**src/rtl/median_filter_3x3_unit_defines.svh**
```systemverilog
// assertion macros for the 3x3 median filter
`ifndef MEDIAN_FILTER_3X3_UNIT_DEFINES_SVH
`define MEDIAN_FILTER_3X3_UNIT_DEFINES_SVH

`ifndef SYNTHESIS

`define MF3_ASSERT_CLK(name, clk, rst_n, prop, msg) \
  name: assert property (@(posedge clk) disable iff (!rst_n) prop) else $error(msg);

`define MF3_ASSERT(name, prop, msg) \
  `MF3_ASSERT_CLK(name, clk_i, rst_ni, prop, msg)

`else

`define MF3_ASSERT_CLK(name, clk, rst_n, prop, msg)

`define MF3_ASSERT(name, prop, msg)

`endif

`endif

```
**src/rtl/mf3_fifo.sv**
```systemverilog
// small register fifo with occupancy count
module mf3_fifo #(
  parameter int WIDTH = 8,
  parameter int DEPTH = 4
) (
  input  logic                       clk_i,
  input  logic                       rst_ni,
  input  logic                       push_i,
  input  logic [WIDTH-1:0]           wdata_i,
  input  logic                       pop_i,
  output logic [WIDTH-1:0]           rdata_o,
  output logic                       empty_o,
  output logic                       full_o,
  output logic [$clog2(DEPTH+1)-1:0] count_o
);

  localparam int PTR_W = $clog2(DEPTH);
  localparam int CNT_W = $clog2(DEPTH + 1);

  logic [WIDTH-1:0] mem_q [DEPTH];
  logic [PTR_W-1:0] wptr_q, wptr_d, rptr_q, rptr_d;
  logic [CNT_W-1:0] count_q, count_d;
  logic             do_push, do_pop;

  assign do_push = push_i && !full_o;
  assign do_pop  = pop_i && !empty_o;

  always_comb begin
    wptr_d  = wptr_q;
    rptr_d  = rptr_q;
    count_d = count_q;
    if (do_push) begin
      wptr_d = (wptr_q == PTR_W'(DEPTH - 1)) ? '0 : wptr_q + PTR_W'(1);
    end
    if (do_pop) begin
      rptr_d = (rptr_q == PTR_W'(DEPTH - 1)) ? '0 : rptr_q + PTR_W'(1);
    end
    if (do_push && !do_pop) begin
      count_d = count_q + CNT_W'(1);
    end else if (do_pop && !do_push) begin
      count_d = count_q - CNT_W'(1);
    end
  end

  always_ff @(posedge clk_i or negedge rst_ni) begin
    if (!rst_ni) begin
      wptr_q  <= '0;
      rptr_q  <= '0;
      count_q <= '0;
    end else begin
      wptr_q  <= wptr_d;
      rptr_q  <= rptr_d;
      count_q <= count_d;
    end
  end

  always_ff @(posedge clk_i) begin
    if (do_push) begin
      mem_q[wptr_q] <= wdata_i;
    end
  end

  assign rdata_o = mem_q[rptr_q];
  assign empty_o = (count_q == '0);
  assign full_o  = (count_q == CNT_W'(DEPTH));
  assign count_o = count_q;

endmodule

```
**config.mk**
```make
export PLATFORM = sky130hd
export DESIGN_NAME = mf3_fifo
export DESIGN_NICKNAME = d
export VERILOG_FILES = /design/src/rtl/median_filter_3x3_unit_defines.svh /design/src/rtl/mf3_fifo.sv
export SDC_FILE = /design/constraint.sdc
export NUM_CORES = 1
export LEC_CHECK = 0
export BUFFER_PORTS_ARGS = -buffer_cell sky130_fd_sc_hd__buf_2
export CAP_MARGIN = 20
export CELL_PAD_IN_SITES_DETAIL_PLACEMENT = 2
export CELL_PAD_IN_SITES_GLOBAL_PLACEMENT = 2
export CORE_MARGIN = 4
export CORE_UTILIZATION = 41
export CTS_CLUSTER_SIZE = 8
export DETAILED_ROUTE_END_ITERATION = 10
export PLACE_DENSITY_LB_ADDON = 0.1
export SYNTH_ARGS = -nofsm -noshare
export SYNTH_HDL_FRONTEND = slang
export SYNTH_SLANG_ARGS = --single-unit
```
**constraint.sdc**
```tcl
create_clock -name clk_i -period 2.48 [get_ports clk_i]
set_input_delay 0.124 -clock clk_i [delete_from_list [all_inputs] [get_ports clk_i]]
set_output_delay 0.124 -clock clk_i [all_outputs]
set_load 0.01 [all_outputs]
```
== Word level (Yosys, flattened, before mapping) ==
Memories as Yosys holds them, arrays and structs flattened.
Cells that the tools add are included.

* Bits in registers: 7
* Bits in writable memories: 32
* Input port bits: 12
* Output and inout bits: 13
* Memories: 1

* Add/subtract/negate cells: 4
* Eq/ne operators: 3
* Mux-type cells: 6
* Reductions and logical operators: 10

{| class="wikitable"
|+ Memories
! memory !! words !! width !! read ports !! clocked after Yosys merged registers in !! write ports !! RTL line !! text
|-
| mem_q || 4 || 8 || 1 || 0 || 1 || mf3_fifo.sv:20 || <nowiki>logic [WIDTH-1:0] mem_q [DEPTH];</nowiki>
|}

{| class="wikitable"
|+ Operators with widths
! kind !! count
|-
| 2-to-1 mux 3 bit || 2
|-
| adder 2 x 1 -> 2 bit (second input constant) || 2
|-
| == test 2 bit (second input constant) || 2
|-
| logical AND 1 bit || 4
|-
| zero test 1 bit || 4
|-
| 2-to-1 mux 2 bit || 2
|-
| adder 3 x 1 -> 3 bit (second input constant) || 1
|-
| == test 3 bit (second input constant) || 1
|-
| zero test 3 bit || 1
|-
| subtractor 3 x 1 -> 3 bit (second input constant) || 1
|-
| 2-to-1 mux 1 bit || 2
|-
| nonzero test 2 bit || 1
|}

== Logic depth before layout (Yosys ltp) ==
* Depth after elaboration: 7
* Mapped depth: 8
* Mapped depth without buffers: 8

== Worst setup path before layout ==
No wires, ideal clock.

* Path kind: flip-flop to flip-flop
* Start: reg count_q[0] (netlist: count_o[0])
* End: reg count_q[1] (netlist: count_o[1])
* Library setup time: 125 ps
* Arrival time: 1852 ps
* Path slack: 503 ps
* Cell stages (with the launch flop): 7
* Clock period less this slack: 1977 ps
* Path through: dfrtp_1 nor3b_4 nor2b_4 ha_1 inv_1 fa_1 mux2_2

* Elaborated cells between the ends (all ways): 15
* Classes of those cells: add/sub: 2; eq/ne: 1; mux: 2; reduce/logical: 10

{| class="wikitable"
|+ RTL lines
! element !! RTL line !! text
|-
| start, declared || mf3_fifo.sv:22 || <nowiki>logic [CNT_W-1:0] count_q, count_d;</nowiki>
|-
| start signal, assigned || mf3_fifo.sv:53 || <nowiki>count_q <= count_d;</nowiki>
|-
| == test 3 bit || mf3_fifo.sv:65 || <nowiki>assign full_o = (count_q == CNT_W'(DEPTH));</nowiki>
|-
| via full_o || mf3_fifo.sv:13 || <nowiki>output logic full_o,</nowiki>
|-
| zero test 1 bit || mf3_fifo.sv:25 || <nowiki>assign do_push = push_i && !full_o;</nowiki>
|-
| logical AND 1 bit || mf3_fifo.sv:25 ||
|-
| via do_push || mf3_fifo.sv:23 || <nowiki>logic do_push, do_pop;</nowiki>
|-
| logical AND 1 bit || mf3_fifo.sv:38 || <nowiki>if (do_push && !do_pop) begin</nowiki>
|-
| 2-to-1 mux 3 bit || mf3_fifo.sv:38 ||
|-
| via count_d[1] || mf3_fifo.sv:22 ||
|}

The timed path passes the listed nets, and every way through them passes these cells. The select of a mux whose other input is x is not followed.
A chain may end at the register's enable or synchronous reset.

== Worst setup path after layout ==
* Start: reg count_q[0] (netlist: count_o[0])
* End: reg count_q[2] (netlist: count_o[2])

* Word-level cells in the longest chain between the ends: 6
* Elaborated cells between the ends (all ways): 15
* Classes of those cells: add/sub: 2; eq/ne: 1; mux: 2; reduce/logical: 10

{| class="wikitable"
|+ RTL lines
! element
|-
| parallel branches: the longest is 6 deep, another holds subtractor 3 x 1 -> 3 bit
|}

Parallel ways; which one is timed is not known. The select of a mux whose other input is x is not followed.

==> qor.yml <==
max_cap_viol_count: 0
ir_drop_v: 0.000477
fin_crit_ns: 2.19
clock_latency_ns: 0.29
ys_top_cells_by_area: "edfxtp_1 (60%), mux4_2 (11%), dfrtp_1 (11%), ha_1 (4.7%), mux2_4 (1.9%)"
synth.yosys.seq_area_share_pct: 70.7
cts_tree: "built"
holdCritStartpoint: "wdata_i[6]"
skew_ns: 0.00366
avgRoutedWirePerCell_um: 19.7
required_ns: 2.70
post-cts-setup-buffers: 0
slew_viol_final: 0
whs_ns: 0.0529
drt_iter0_markers: 64
cp.arrival_ns: 2.41
fin_crit_sh_pct: 88.3
grt_setup_unrepaired: "no"
pwr_density_cell_nw_per_um2: 1170
reg2reg_depth: 7
grt_pass1_vias: 954
vias_per_cell: 4.97
rrSetupSlack_ns: 0.29
pwr-share-clk_pct: 18.4
clock_path_buffers: 2
clk_pin_slew_ns: 0.07
dr.max_layer_used: "met4"
yosys_warnings: 0
path_class: "flop to flop"
p_sw_share_pct: 33.2
seq_power_share_pct: 48.8
vias: 790
syn_nets: 98
outcome: "completed"
portBuffers: 24
die_x_um: 70.6
drive_gt1_share_pct: 42.3
dieHeight_um: 70.6
fp-row-count: 22
critPathLaunch: "count_o[0]"
wl_mm: 3.13
hp-class: "input pin to flop"
dp.final_hpwl_mm: 2.33
hold_viol: 0
cp_max_fo: 6
avgSynthCellArea_sq_um: 20.3
postCtsResizedCells: 0
ant_nets: 0
p_total_mw: 2.20
p_leak_nw: 0.726
dpl-instance-area_sq_um: 1790
tns_ns: 0
antenna_found_initial: 0
synth_cells: 79
crit-reg2reg-launch: "count_o[0]"
grt.total_usage_pct: 14.1
cts_buffers: 5
layout_common_cells: "edfxtp_1 (32), buf_2 (24), mux4_2 (8), dfrtp_1 (7), ha_1 (6)"
synth-main-ff-cell: "edfxtp_1"
critPathCaptureType: "flop"
synth_top_area_share_pct: 59.8
max_slew_margin_pct: 57.3
r2r_end: "count_o[2]"
io-pin-count: 25
clock_sinks: 39
max_slew.worst_pin.slew_ns: 0.640
grt_overflow: 0
cts-root-buf: "clkbuf_8"
design.core.area_sq_um: 3720
dieArea_sq_um: 4980
final_nets: 129
synth_seq_cells: 39
cts_max_level: 2
synth-edff-count: 32
synth_area_sq_um: 1610
grt_pass1_wl_mm: 5.13
wl_met2_mm: 1.67
yosysTopAreaCell: "edfxtp_1"
final_common_cell: "edfxtp_1"
grt_max_degree: 13
final_area_sq_um: 1880
p_comb_share_pct: 32.8
start_util_pct: 43.2
min_to: "mem_q[3][6]"
first_pass_iters: 3
wl_met1_mm: 1.32
switchingPower_mw: 0.731
drc: 0
nFillCells: 343
async_reset_ff_share_pct: 17.9
min_path_cells: 1
met3_length_um: 106
fmax_mhz: 457
gp_congestion: 0.753
fin_util_pct: 50.6
finalSetupViolations: 0
area_growth_pct: 17.0
p_int_mw: 1.47
startpoint_type: "flop"
ys_types: 21
diodes: 0
==> layout make-up <==
cell class	instances	area [sq um]	area share, %
clock buffer	5	68.8	3.66
clock inverter	3	15.0	0.799
inverter	3	11.3	0.599
tap	48	60.1	3.20
sequential	39	1140	60.5
timing repair buffer	26	138	7.32
multi-input combinational	35	450	24.0
==> timing repair <==
action,in CTS,in global routing
setup endpoints to repair,0,0
endpoints found under the hold margin,7,0
hold buffers,1,0
==> synth_stat cells, types with 2 or more instances <==
master	instances
inv_1	3
nor2_1	3
mux4_2	8
xor2_1	2
ha_1	6
and2_1	3
nor3_1	2
edfxtp_1	32
dfrtp_1	7
mux2_4	2
==> power groups by stage <==
stage	clock [mW]	sequential [mW]	combinational [mW]
2_1_floorplan	0	0.997	0.540
3_3_place_gp	0	1.07	0.708
3_5_place_dp	0	1.10	0.736
4_1_cts	0.423	1.08	0.747
5_1_grt	0.455	1.10	0.803
6_report	0.405	1.07	0.720
==> metrics by stage <==
stage                     instances  setup slack (ns)
after CTS                       159             0.268
final                           159             0.290
after floorplan                  79             0.503
after global placement          150             0.462
after global routing            159             0.125
after detailed placement        150             0.291
==> critical path, stage by stage, from the launching register on <==
cell and delay (ns):
dfrtp_1 0.49, o31ai_2 0.46, ha_1 0.29, inv_1 0.07
fa_1 0.38, xor2_1 0.16, nor2_1 0.12, xor2_1 0.15
==> how the worst max path moves through the flow <==
stage,end,slack (ns)
floorplan,count_o[1],0.50
global placement,count_o[2],0.46
detailed placement,count_o[2],0.29
CTS,count_o[2],0.27
global route,count_o[2],0.12
finish,count_o[2],0.29
==> metal layers <==
layer | global-route usage [%] | vias up
met5 | 0 | -
met4 | 4.38 | 0
met3 | 4.40 | 5
met2 | 24.9 | 16
met1 | 16.3 | 403
li1 | - | 366
==> flip-flops by register name, summed over array words and instances (netlist names) <==
signal / count
rptr_q: 2
count_o: 3
mem_q: 32
wptr_q: 2
==> cells by family (layout without fill, tap and decap cells) <==
kind of cell | count (synthesis) | count (layout) | synth area share (%)
fa+ha+maj | 7 | 7 | 5.92
buf+inv | 5 | 37 | 1.25
simple gates | 11 | 11 | 4.75
flops | 39 | 39 | 70.7
xor+xnor | 3 | 3 | 1.64
mux | 12 | 12 | 14.5
compound gates | 2 | 2 | 1.25
(Power assumes the default switching activity.)
