$ cat config.mk
export PLATFORM = sky130hd
export DESIGN_NAME = mf3_back
export DESIGN_NICKNAME = d
export VERILOG_FILES = /design/src/rtl/median_filter_3x3_unit_defines.svh /design/src/rtl/mf3_pkg.sv /design/src/rtl/mf3_fifo.sv /design/src/rtl/mf3_back.sv
export SDC_FILE = /design/constraint.sdc
export NUM_CORES = 1
export LEC_CHECK = 0
export ABC_AREA = 1
export BUFFER_PORTS_ARGS = -buffer_cell sky130_fd_sc_hd__buf_2
export CAP_MARGIN = 20
export CORE_ASPECT_RATIO = 1.1
export CORE_UTILIZATION = 55
export DETAILED_ROUTE_END_ITERATION = 8
export GPL_ROUTABILITY_DRIVEN = 0
export PLACE_DENSITY = 0.73
export SETUP_SLACK_MARGIN = 0.5
export SLEW_MARGIN = 20
export SYNTH_ARGS = -nofsm -noshare
export SYNTH_HDL_FRONTEND = slang
export SYNTH_SLANG_ARGS = --single-unit
$ cat constraint.sdc
create_clock -name clk_i -period 13.1 [get_ports clk_i]
set_clock_uncertainty 0.05 [all_clocks]
set_input_delay 0.655 -clock clk_i [delete_from_list [all_inputs] [get_ports clk_i]]
set_output_delay 0.655 -clock clk_i [all_outputs]
set_load 0.005 [all_outputs]
$ cat src/rtl/median_filter_3x3_unit_defines.svh
// assertion macros for the 3x3 median filter
`ifndef MEDIAN_FILTER_3X3_UNIT_DEFINES_SVH
`define MEDIAN_FILTER_3X3_UNIT_DEFINES_SVH

`ifndef SYNTHESIS

`define MF3_ASSERT_CLK(name, clk, rst_n, prop, msg) \
  name: assert property (@(posedge clk) disable iff (!rst_n) prop) else $error(msg);

`define MF3_ASSERT(name, prop, msg) \
  `MF3_ASSERT_CLK(name, clk_i, rst_ni, prop, msg)

`else

`define MF3_ASSERT_CLK(name, clk, rst_n, prop, msg)

`define MF3_ASSERT(name, prop, msg)

`endif

`endif

$ cat src/rtl/mf3_pkg.sv
// shared types and constants of the 3x3 median filter
package mf3_pkg;

  localparam int PIX_W      = 8;
  localparam int WIDTH_W    = 11;
  localparam int HEIGHT_W   = 12;
  localparam int ROW_W      = 13;
  localparam int WIN_ROWS   = 3;
  localparam int WIN_SIZE   = 9;
  localparam int MID_DEPTH  = 4;
  localparam int MID_CNT_W  = $clog2(MID_DEPTH + 1);
  localparam int OUT_DEPTH  = 4;
  localparam int OUT_CNT_W  = $clog2(OUT_DEPTH + 1);
  localparam int APB_DATA_W = 32;
  localparam int APB_ADDR_W = 3;

  localparam logic [WIDTH_W-1:0]  WIDTH_RESET  = 11'd640;
  localparam logic [HEIGHT_W-1:0] HEIGHT_RESET = 12'd480;

  localparam logic REG_IDX_WIDTH  = 1'b0;
  localparam logic REG_IDX_HEIGHT = 1'b1;

  typedef struct packed {
    logic emit;
    logic interior;
    logic last;
  } item_flags_t;

  typedef struct packed {
    logic [PIX_W-1:0] pix;
    logic [PIX_W-1:0] above;
    logic [PIX_W-1:0] two_above;
    item_flags_t      flags;
  } mid_item_t;

  typedef struct packed {
    logic [PIX_W-1:0] pixel;
    logic             last;
  } out_item_t;

endpackage

$ cat src/rtl/mf3_fifo.sv
// small register fifo with occupancy count
module mf3_fifo #(
  parameter int WIDTH = 8,
  parameter int DEPTH = 4
) (
  input  logic                       clk_i,
  input  logic                       rst_ni,
  input  logic                       push_i,
  input  logic [WIDTH-1:0]           wdata_i,
  input  logic                       pop_i,
  output logic [WIDTH-1:0]           rdata_o,
  output logic                       empty_o,
  output logic                       full_o,
  output logic [$clog2(DEPTH+1)-1:0] count_o
);

  localparam int PTR_W = $clog2(DEPTH);
  localparam int CNT_W = $clog2(DEPTH + 1);

  logic [WIDTH-1:0] mem_q [DEPTH];
  logic [PTR_W-1:0] wptr_q, wptr_d, rptr_q, rptr_d;
  logic [CNT_W-1:0] count_q, count_d;
  logic             do_push, do_pop;

  assign do_push = push_i && !full_o;
  assign do_pop  = pop_i && !empty_o;

  always_comb begin
    wptr_d  = wptr_q;
    rptr_d  = rptr_q;
    count_d = count_q;
    if (do_push) begin
      wptr_d = (wptr_q == PTR_W'(DEPTH - 1)) ? '0 : wptr_q + PTR_W'(1);
    end
    if (do_pop) begin
      rptr_d = (rptr_q == PTR_W'(DEPTH - 1)) ? '0 : rptr_q + PTR_W'(1);
    end
    if (do_push && !do_pop) begin
      count_d = count_q + CNT_W'(1);
    end else if (do_pop && !do_push) begin
      count_d = count_q - CNT_W'(1);
    end
  end

  always_ff @(posedge clk_i or negedge rst_ni) begin
    if (!rst_ni) begin
      wptr_q  <= '0;
      rptr_q  <= '0;
      count_q <= '0;
    end else begin
      wptr_q  <= wptr_d;
      rptr_q  <= rptr_d;
      count_q <= count_d;
    end
  end

  always_ff @(posedge clk_i) begin
    if (do_push) begin
      mem_q[wptr_q] <= wdata_i;
    end
  end

  assign rdata_o = mem_q[rptr_q];
  assign empty_o = (count_q == '0);
  assign full_o  = (count_q == CNT_W'(DEPTH));
  assign count_o = count_q;

endmodule

$ cat src/rtl/mf3_back.sv
// back end: 3x3 window, pipelined median and result fifo
module mf3_back (
  input  logic                      clk_i,
  input  logic                      rst_ni,
  input  logic                      mid_empty_i,
  input  mf3_pkg::mid_item_t        mid_item_i,
  output logic                      mid_pop_o,
  input  logic                      pop_i,
  output logic                      empty_o,
  output logic [mf3_pkg::PIX_W-1:0] pixel_out_o,
  output logic                      frame_last_o
);

  import mf3_pkg::*;

  function automatic logic [PIX_W-1:0] min2(logic [PIX_W-1:0] a, logic [PIX_W-1:0] b);
    return (a < b) ? a : b;
  endfunction

  function automatic logic [PIX_W-1:0] max2(logic [PIX_W-1:0] a, logic [PIX_W-1:0] b);
    return (a < b) ? b : a;
  endfunction

  function automatic logic [PIX_W-1:0] med3(logic [PIX_W-1:0] a, logic [PIX_W-1:0] b,
                                             logic [PIX_W-1:0] c);
    return max2(min2(a, b), min2(max2(a, b), c));
  endfunction

  logic [PIX_W-1:0] win_q [WIN_SIZE];
  logic [PIX_W-1:0] win_d [WIN_SIZE];
  logic             a_valid_q, a_int_q, a_last_q;

  logic [PIX_W-1:0] col_lo [WIN_ROWS];
  logic [PIX_W-1:0] col_mid [WIN_ROWS];
  logic [PIX_W-1:0] col_hi [WIN_ROWS];
  logic [PIX_W-1:0] b_lo_q [WIN_ROWS];
  logic [PIX_W-1:0] b_mid_q [WIN_ROWS];
  logic [PIX_W-1:0] b_hi_q [WIN_ROWS];
  logic [PIX_W-1:0] b_ctr_q;
  logic             b_valid_q, b_int_q, b_last_q;

  logic [PIX_W-1:0] lo_max, mid_med, hi_min, median;
  out_item_t        out_item, out_head;
  logic [OUT_CNT_W-1:0] out_count;
  logic [OUT_CNT_W:0]   out_used;

  assign out_used  = {1'b0, out_count} + (OUT_CNT_W + 1)'(a_valid_q)
                   + (OUT_CNT_W + 1)'(b_valid_q);
  assign mid_pop_o = !mid_empty_i && (out_used < (OUT_CNT_W + 1)'(OUT_DEPTH));

  // shift in one column: oldest column at the low indexes
  always_comb begin
    for (int i = 0; i < WIN_SIZE - WIN_ROWS; i++) begin
      win_d[i] = win_q[i + WIN_ROWS];
    end
    win_d[WIN_SIZE-3] = mid_item_i.two_above;
    win_d[WIN_SIZE-2] = mid_item_i.above;
    win_d[WIN_SIZE-1] = mid_item_i.pix;
  end

  always_ff @(posedge clk_i) begin
    if (mid_pop_o) begin
      win_q    <= win_d;
      a_int_q  <= mid_item_i.flags.interior;
      a_last_q <= mid_item_i.flags.last;
    end
  end

  // sort each column
  always_comb begin
    for (int k = 0; k < WIN_ROWS; k++) begin
      col_lo[k]  = min2(min2(win_q[k*WIN_ROWS], win_q[k*WIN_ROWS+1]), win_q[k*WIN_ROWS+2]);
      col_hi[k]  = max2(max2(win_q[k*WIN_ROWS], win_q[k*WIN_ROWS+1]), win_q[k*WIN_ROWS+2]);
      col_mid[k] = med3(win_q[k*WIN_ROWS], win_q[k*WIN_ROWS+1], win_q[k*WIN_ROWS+2]);
    end
  end

  always_ff @(posedge clk_i) begin
    if (a_valid_q) begin
      b_lo_q   <= col_lo;
      b_mid_q  <= col_mid;
      b_hi_q   <= col_hi;
      b_ctr_q  <= win_q[WIN_SIZE/2];
      b_int_q  <= a_int_q;
      b_last_q <= a_last_q;
    end
  end

  always_ff @(posedge clk_i or negedge rst_ni) begin
    if (!rst_ni) begin
      a_valid_q <= 1'b0;
      b_valid_q <= 1'b0;
    end else begin
      a_valid_q <= mid_pop_o && mid_item_i.flags.emit;
      b_valid_q <= a_valid_q;
    end
  end

  assign lo_max  = max2(max2(b_lo_q[0], b_lo_q[1]), b_lo_q[2]);
  assign hi_min  = min2(min2(b_hi_q[0], b_hi_q[1]), b_hi_q[2]);
  assign mid_med = med3(b_mid_q[0], b_mid_q[1], b_mid_q[2]);
  assign median  = med3(lo_max, mid_med, hi_min);

  assign out_item.pixel = b_int_q ? median : b_ctr_q;
  assign out_item.last  = b_last_q;

  mf3_fifo #(
    .WIDTH ($bits(out_item_t)),
    .DEPTH (OUT_DEPTH)
  ) u_out_fifo (
    .clk_i   (clk_i),
    .rst_ni  (rst_ni),
    .push_i  (b_valid_q),
    .wdata_i (out_item),
    .pop_i   (pop_i),
    .rdata_o (out_head),
    .empty_o (empty_o),
    .full_o  (),
    .count_o (out_count)
  );

  assign pixel_out_o  = out_head.pixel;
  assign frame_last_o = out_head.last;

endmodule

; Word level (Yosys, flattened, before mapping)
; Memory sizes are Yosys's and may differ from the RTL's.
; Cells that the tools add are included.
[totals]
inputBits = 31
ramBits = 36
word_cells = 111
out_inout_bits = 11
regBits = 165
memories = 1
[classes]
addsub = 6
n_eq_ne = 3
n_reduce_logical = 13
magnitude_cmp = 23
muxes = 37
[mem_list]
columns = memory, depth, word_bits, rd, rd_clocked_by_memory_dff, wr, line_no
row1 = u_out_fifo.mem_q, 4, 9, 1, 0, 1, mf3_fifo.sv:20  ; logic [WIDTH-1:0] mem_q [DEPTH];
[op_table]
columns = op, count
row1 = $mux 8, 31
row2 = $lt 8x8->1, 22
row3 = $logic_and 1x1->1, 6
row4 = $mux 3, 2
row5 = $logic_not 1->1, 5
row6 = $add 2x1->2 const B, 2
row7 = $add 3x1->4, 1
row8 = $add 4x1->4, 1
row9 = $eq 2x2->1 const B, 2
row10 = $lt 4x3->1 const B, 1
row11 = $mux 2, 2
row12 = $add 3x1->3 const B, 1
row13 = $eq 3x3->1 const B, 1
row14 = $logic_not 3->1, 1
row15 = $sub 3x1->3 const B, 1
row16 = $mux 1, 2
row17 = $reduce_bool 2->1, 1

; Depth between registers and ports, before layout
[logic_depth]
ltp_word = 13
ltp_mapped = 65
mapped_depth_nobuf = 60

; Hierarchy
; A second synthesis with hierarchy kept.
[hier_totals]
cells_unflattened = 1441
area_unflattened_um2 = 12961.2
[modules_own_cells]
columns = mod, seq_area_each_um2, instances, area_each_um2, cells_each
row1 = mf3_back, 4734.5, 1, 10970.5, 1276
row2 = mf3_fifo, 1256.2, 1, 1990.7, 165

; Least setup slack after synthesis
; No wires, ideal clock.
[synth_timing]
path_kind = reg2reg
from = register b_mid_q[23] (netlist name)
to = memory u_out_fifo.mem_q[0][2] (netlist name) (data pin)
required_time_ns = 12.784
t_arrival_ns = 7.870
synth_period_minus_slack_ns = 8.185
stages_incl_launch_ff = 46
path_slack_ns = 4.915
setup_ns = 0.266
path_buffers = 6
path_cell_list = edfxtp_1 > ha_1 > nand2_1 > o21a_1 > nand2_2 > buf_4 > clkbuf_1 > o21ai_0 > ha_1 > a21oi_1 > nor2_1 > a211oi_2 > nand2_4 > clkbuf_1 > o21ai_0 > ha_1 > a21oi_1 > nor2_1 > (+10 left out) > nand2_2 > clkbuf_1 > o21ai_0 > ha_1 > a21oi_1 > nor2_1 > a211oi_1 > nand2_2 > buf_2 > nand2_1 > o21ai_1 > ha_1 > a21oi_1 > nor2_1 > a211oi_2 > nand3_1 > nand3_1 > nand2_1
[synth_rtl]
columns = element, line_no
row1 = start: declaration, mf3_back.sv:37  ; logic [PIX_W-1:0] b_mid_q [WIN_ROWS];
row2 = start signal: assignment, mf3_back.sv:81  ; b_mid_q <= col_mid;
row3 = end: declaration, mf3_fifo.sv:20

==> results.json <==
{
  "cts-resized-gates": 0,
  "critPathArrivalTime_ns": 9.03,
  "num_vias": 9645,
  "synthCells": 1410,
  "die_width_um": 147,
  "top_layer_used": "met4",
  "dieArea_mm2": 0.0237,
  "yosys-top-cells-area": "sky130_fd_sc_hd__edfxtp_1 (45%), sky130_fd_sc_hd__ha_1 (16%), sky130_fd_sc_hd__nand2_1 (9.0%)",
  "timing_hold_violations_final": 0,
  "cts_max_path_buffers": 3,
  "post_synth_instance_area_mm2": 0.0127,
  "synth.cells.most_frequent": "sky130_fd_sc_hd__nand2_1 (306), sky130_fd_sc_hd__o21ai_0 (216), sky130_fd_sc_hd__edfxtp_1 (192)",
  "ys_seq_area_share_pct": 47.1,
  "core_mm2": 0.0224,
  "dominantRegCellSynth": "sky130_fd_sc_hd__edfxtp_1",
  "finalMaxSlewViolations": 0,
  "synthArstFlopShare_pct": 4.48,
  "vias_in_the_first_global_route": 8949,
  "place_ws_ns": 4.31,
  "cts_setup_buffers": 0,
  "rsz_0062_raised_after_global_routing": "no",
  "final_util_pct": 61.8,
  "clock_insertion_delay_worst_skew_ns": 0.50,
  "clock_tree.root_cell": "sky130_fd_sc_hd__clkbuf_16",
  "nets_final": 1633,
  "timing.final.setup_violations": 0,
  "placement_rows": 57,
  "maximum_number_of_pins_on_one_net_before_global_route_repair": 75,
  "outcome": "complete, no violations",
  "cts_tree": "done",
  "htreeDepth": 1,
  "cts.clk_slew.worst_paths_ns": 0.06,
  "multiInputGateArea_mm2": 0.00591,
  "initial_antenna_violation_count": 0,
  "timing.critical_path.fanout_max": 31,
  "synth_fp_nets": 1600,
  "number_of_inserted_diodes": 0,
  "timing.final.crit_share_pct": 67.5,
  "timing.final.crit_period_ns": 8.84,
  "cts.sinks": 201,
  "max_cap_violations": 0,
  "timing.critical_path.from_type": "flop",
  "placed_area_mm2": 0.0132,
  "ff_latch_area_mm2": 0.00599,
  "drive_gt1_share_pct": 7.55,
  "gr_usage_total_pct": 25.0,
  "synth_largest_area_cell": "sky130_fd_sc_hd__edfxtp_1",
  "y_dimension_of_the_die_um": 161,
  "synth.lib_cells_used.distinct": 35,
  "synthesis.area_per_instance_um2": 9.01,
  "io_pins": 42,
  "dp.final_hpwl_um": 22900,
  "max_slew.worst_pin.slew_ns": 0.984,
  "totalNegativeSetupSlack_ns": 0,
  "slew-limit-headroom_pct": 34.1,
  "synth_top_area_share_pct": 45.4,
  "start_util_pct": 56.8,
  "wl_met1_um": 11400,
  "hp-class": "input port to flop",
  "final_cell_area_mm2": 0.0138,
  "drt-vias-per-instance": 5.51,
  "post-route-worst-setup-slack_ns": 4.26,
  "ant_nets": 0,
  "fmax_ghz": 0.113,
  "worst_setup_path_end_kind": "flop",
  "detail_route.first_pass.iterations": 5,
  "area_delta_synth_final_pct": 8.97,
  "routedWlPerCell_um": 16.5,
  "synth.ff_latch_count": 201,
  "first_iter_violations": 652,
  "route.met3.wl_um": 1560,
  "routed_wl_um": 28800,
  "synth-warning-count": 0,
  "met2RoutedLength_um": 14300,
  "drc": 0,
  "critical-path-max-stage-delay_ns": 0.55,
  "crit_type": "flop to flop",
  "synth-edff-count": 192,
  "hold_buffers": 1,
  "cts_bufs_inserted": 22,
  "cpMaxStageDelayCell": "sky130_fd_sc_hd__a211oi_2",
  "yosysMostFrequentCell": "sky130_fd_sc_hd__nand2_1",
  "fillerInstances": 1913,
  "timing.critical_path.required_ns": 13.29,
  "io_port_bufs": 41,
  "globalRouteOverflowTotal": 0,
  "grt_first_pass_wirelength_um": 45500
}
## per-layer routing
metal	up-vias	global-route usage, %
met1	4339	29.1
met3	71	2.80
li1	4957	-
met2	278	45.1
met4	0	13.3
met5	-	0
## placed cells by master, fill, tap and decap left out, drive strengths merged, types with 28 or more instances in the layout
cell      n
clkbuf   28
nor2     77
inv     178
buf      48
nand3    37
nand2   326
a21oi    99
edfxtp  192
o21ai   225
ha      158
## sequential cells by signal (all words and copies together) (netlist names)
name and count:
a_int_q 1, a_last_q 1, a_valid_q 1, b_ctr_q 8
b_hi_q 24, b_int_q 1, b_last_q 1, b_lo_q 24
b_mid_q 24, b_valid_q 1, u_out_fifo.count_o 3, u_out_fifo.mem_q 36
u_out_fifo.rptr_q 2, u_out_fifo.wptr_q 2, win_d 48, win_q 24
## cells by family (layout without fill, tap and decap cells)
family / after synthesis / in the layout / synth area share [%]
AOI/OAI and AO/OA: 374 / 374 / 15.7
buffers and inverters: 217 / 263 / 6.46
and+or+nand+nor: 457 / 457 / 14.8
DFF: 201 / 201 / 47.1
adders and majority gates: 159 / 159 / 15.7
xor gates and xnor gates: 2 / 2 / 0.138
## layout make-up
type,instances,share of cell area (%)
flip-flops and latches,201,43.3
multi-input cells,992,42.7
inverters,177,4.80
clock buffers,28,4.29
well taps,295,2.67
repair buffers,49,1.92
clock inverters,9,0.352
## through the flow
stage,hold slack (ns),std cells
final,0.275,1751
after global routing,0.264,1751
after CTS,0.260,1750
after detailed placement,0.356,1712
after global placement,0.354,1712
after floorplan,0.309,1410
## worst paths after layout
check | start | end | slack [ns] | cells after the start
worst max-delay path | b_mid_q[19] | u_out_fifo.mem_q[2][2] | 4.26 | 41
worst max register to register | b_mid_q[19] | u_out_fifo.mem_q[2][2] | 4.26 | 41
worst min-delay path | mid_item_i[5] | win_d[42] | 0.27 | 1
max in group asynchronous | rst_ni | a_valid_q | 12.31 | 2
worst min register to register | a_int_q | b_int_q | 0.37 | 0
min in group asynchronous | rst_ni | u_out_fifo.wptr_q[1] | 0.49 | 2
## worst max-delay path: cells and delay by family, from the launching register on
family	cells	cell delay [ns]
AO/OA/AOI/OAI	14	3.84
adder cells (fa/ha/maj)	6	1.84
buffers and inverters	2	0.26
flip-flops	1	0.42
AND/OR/NAND/NOR	19	2.17
Power is not shown: default switching activity piles up to over one toggle a cycle in this logic, so the estimate is an artifact.
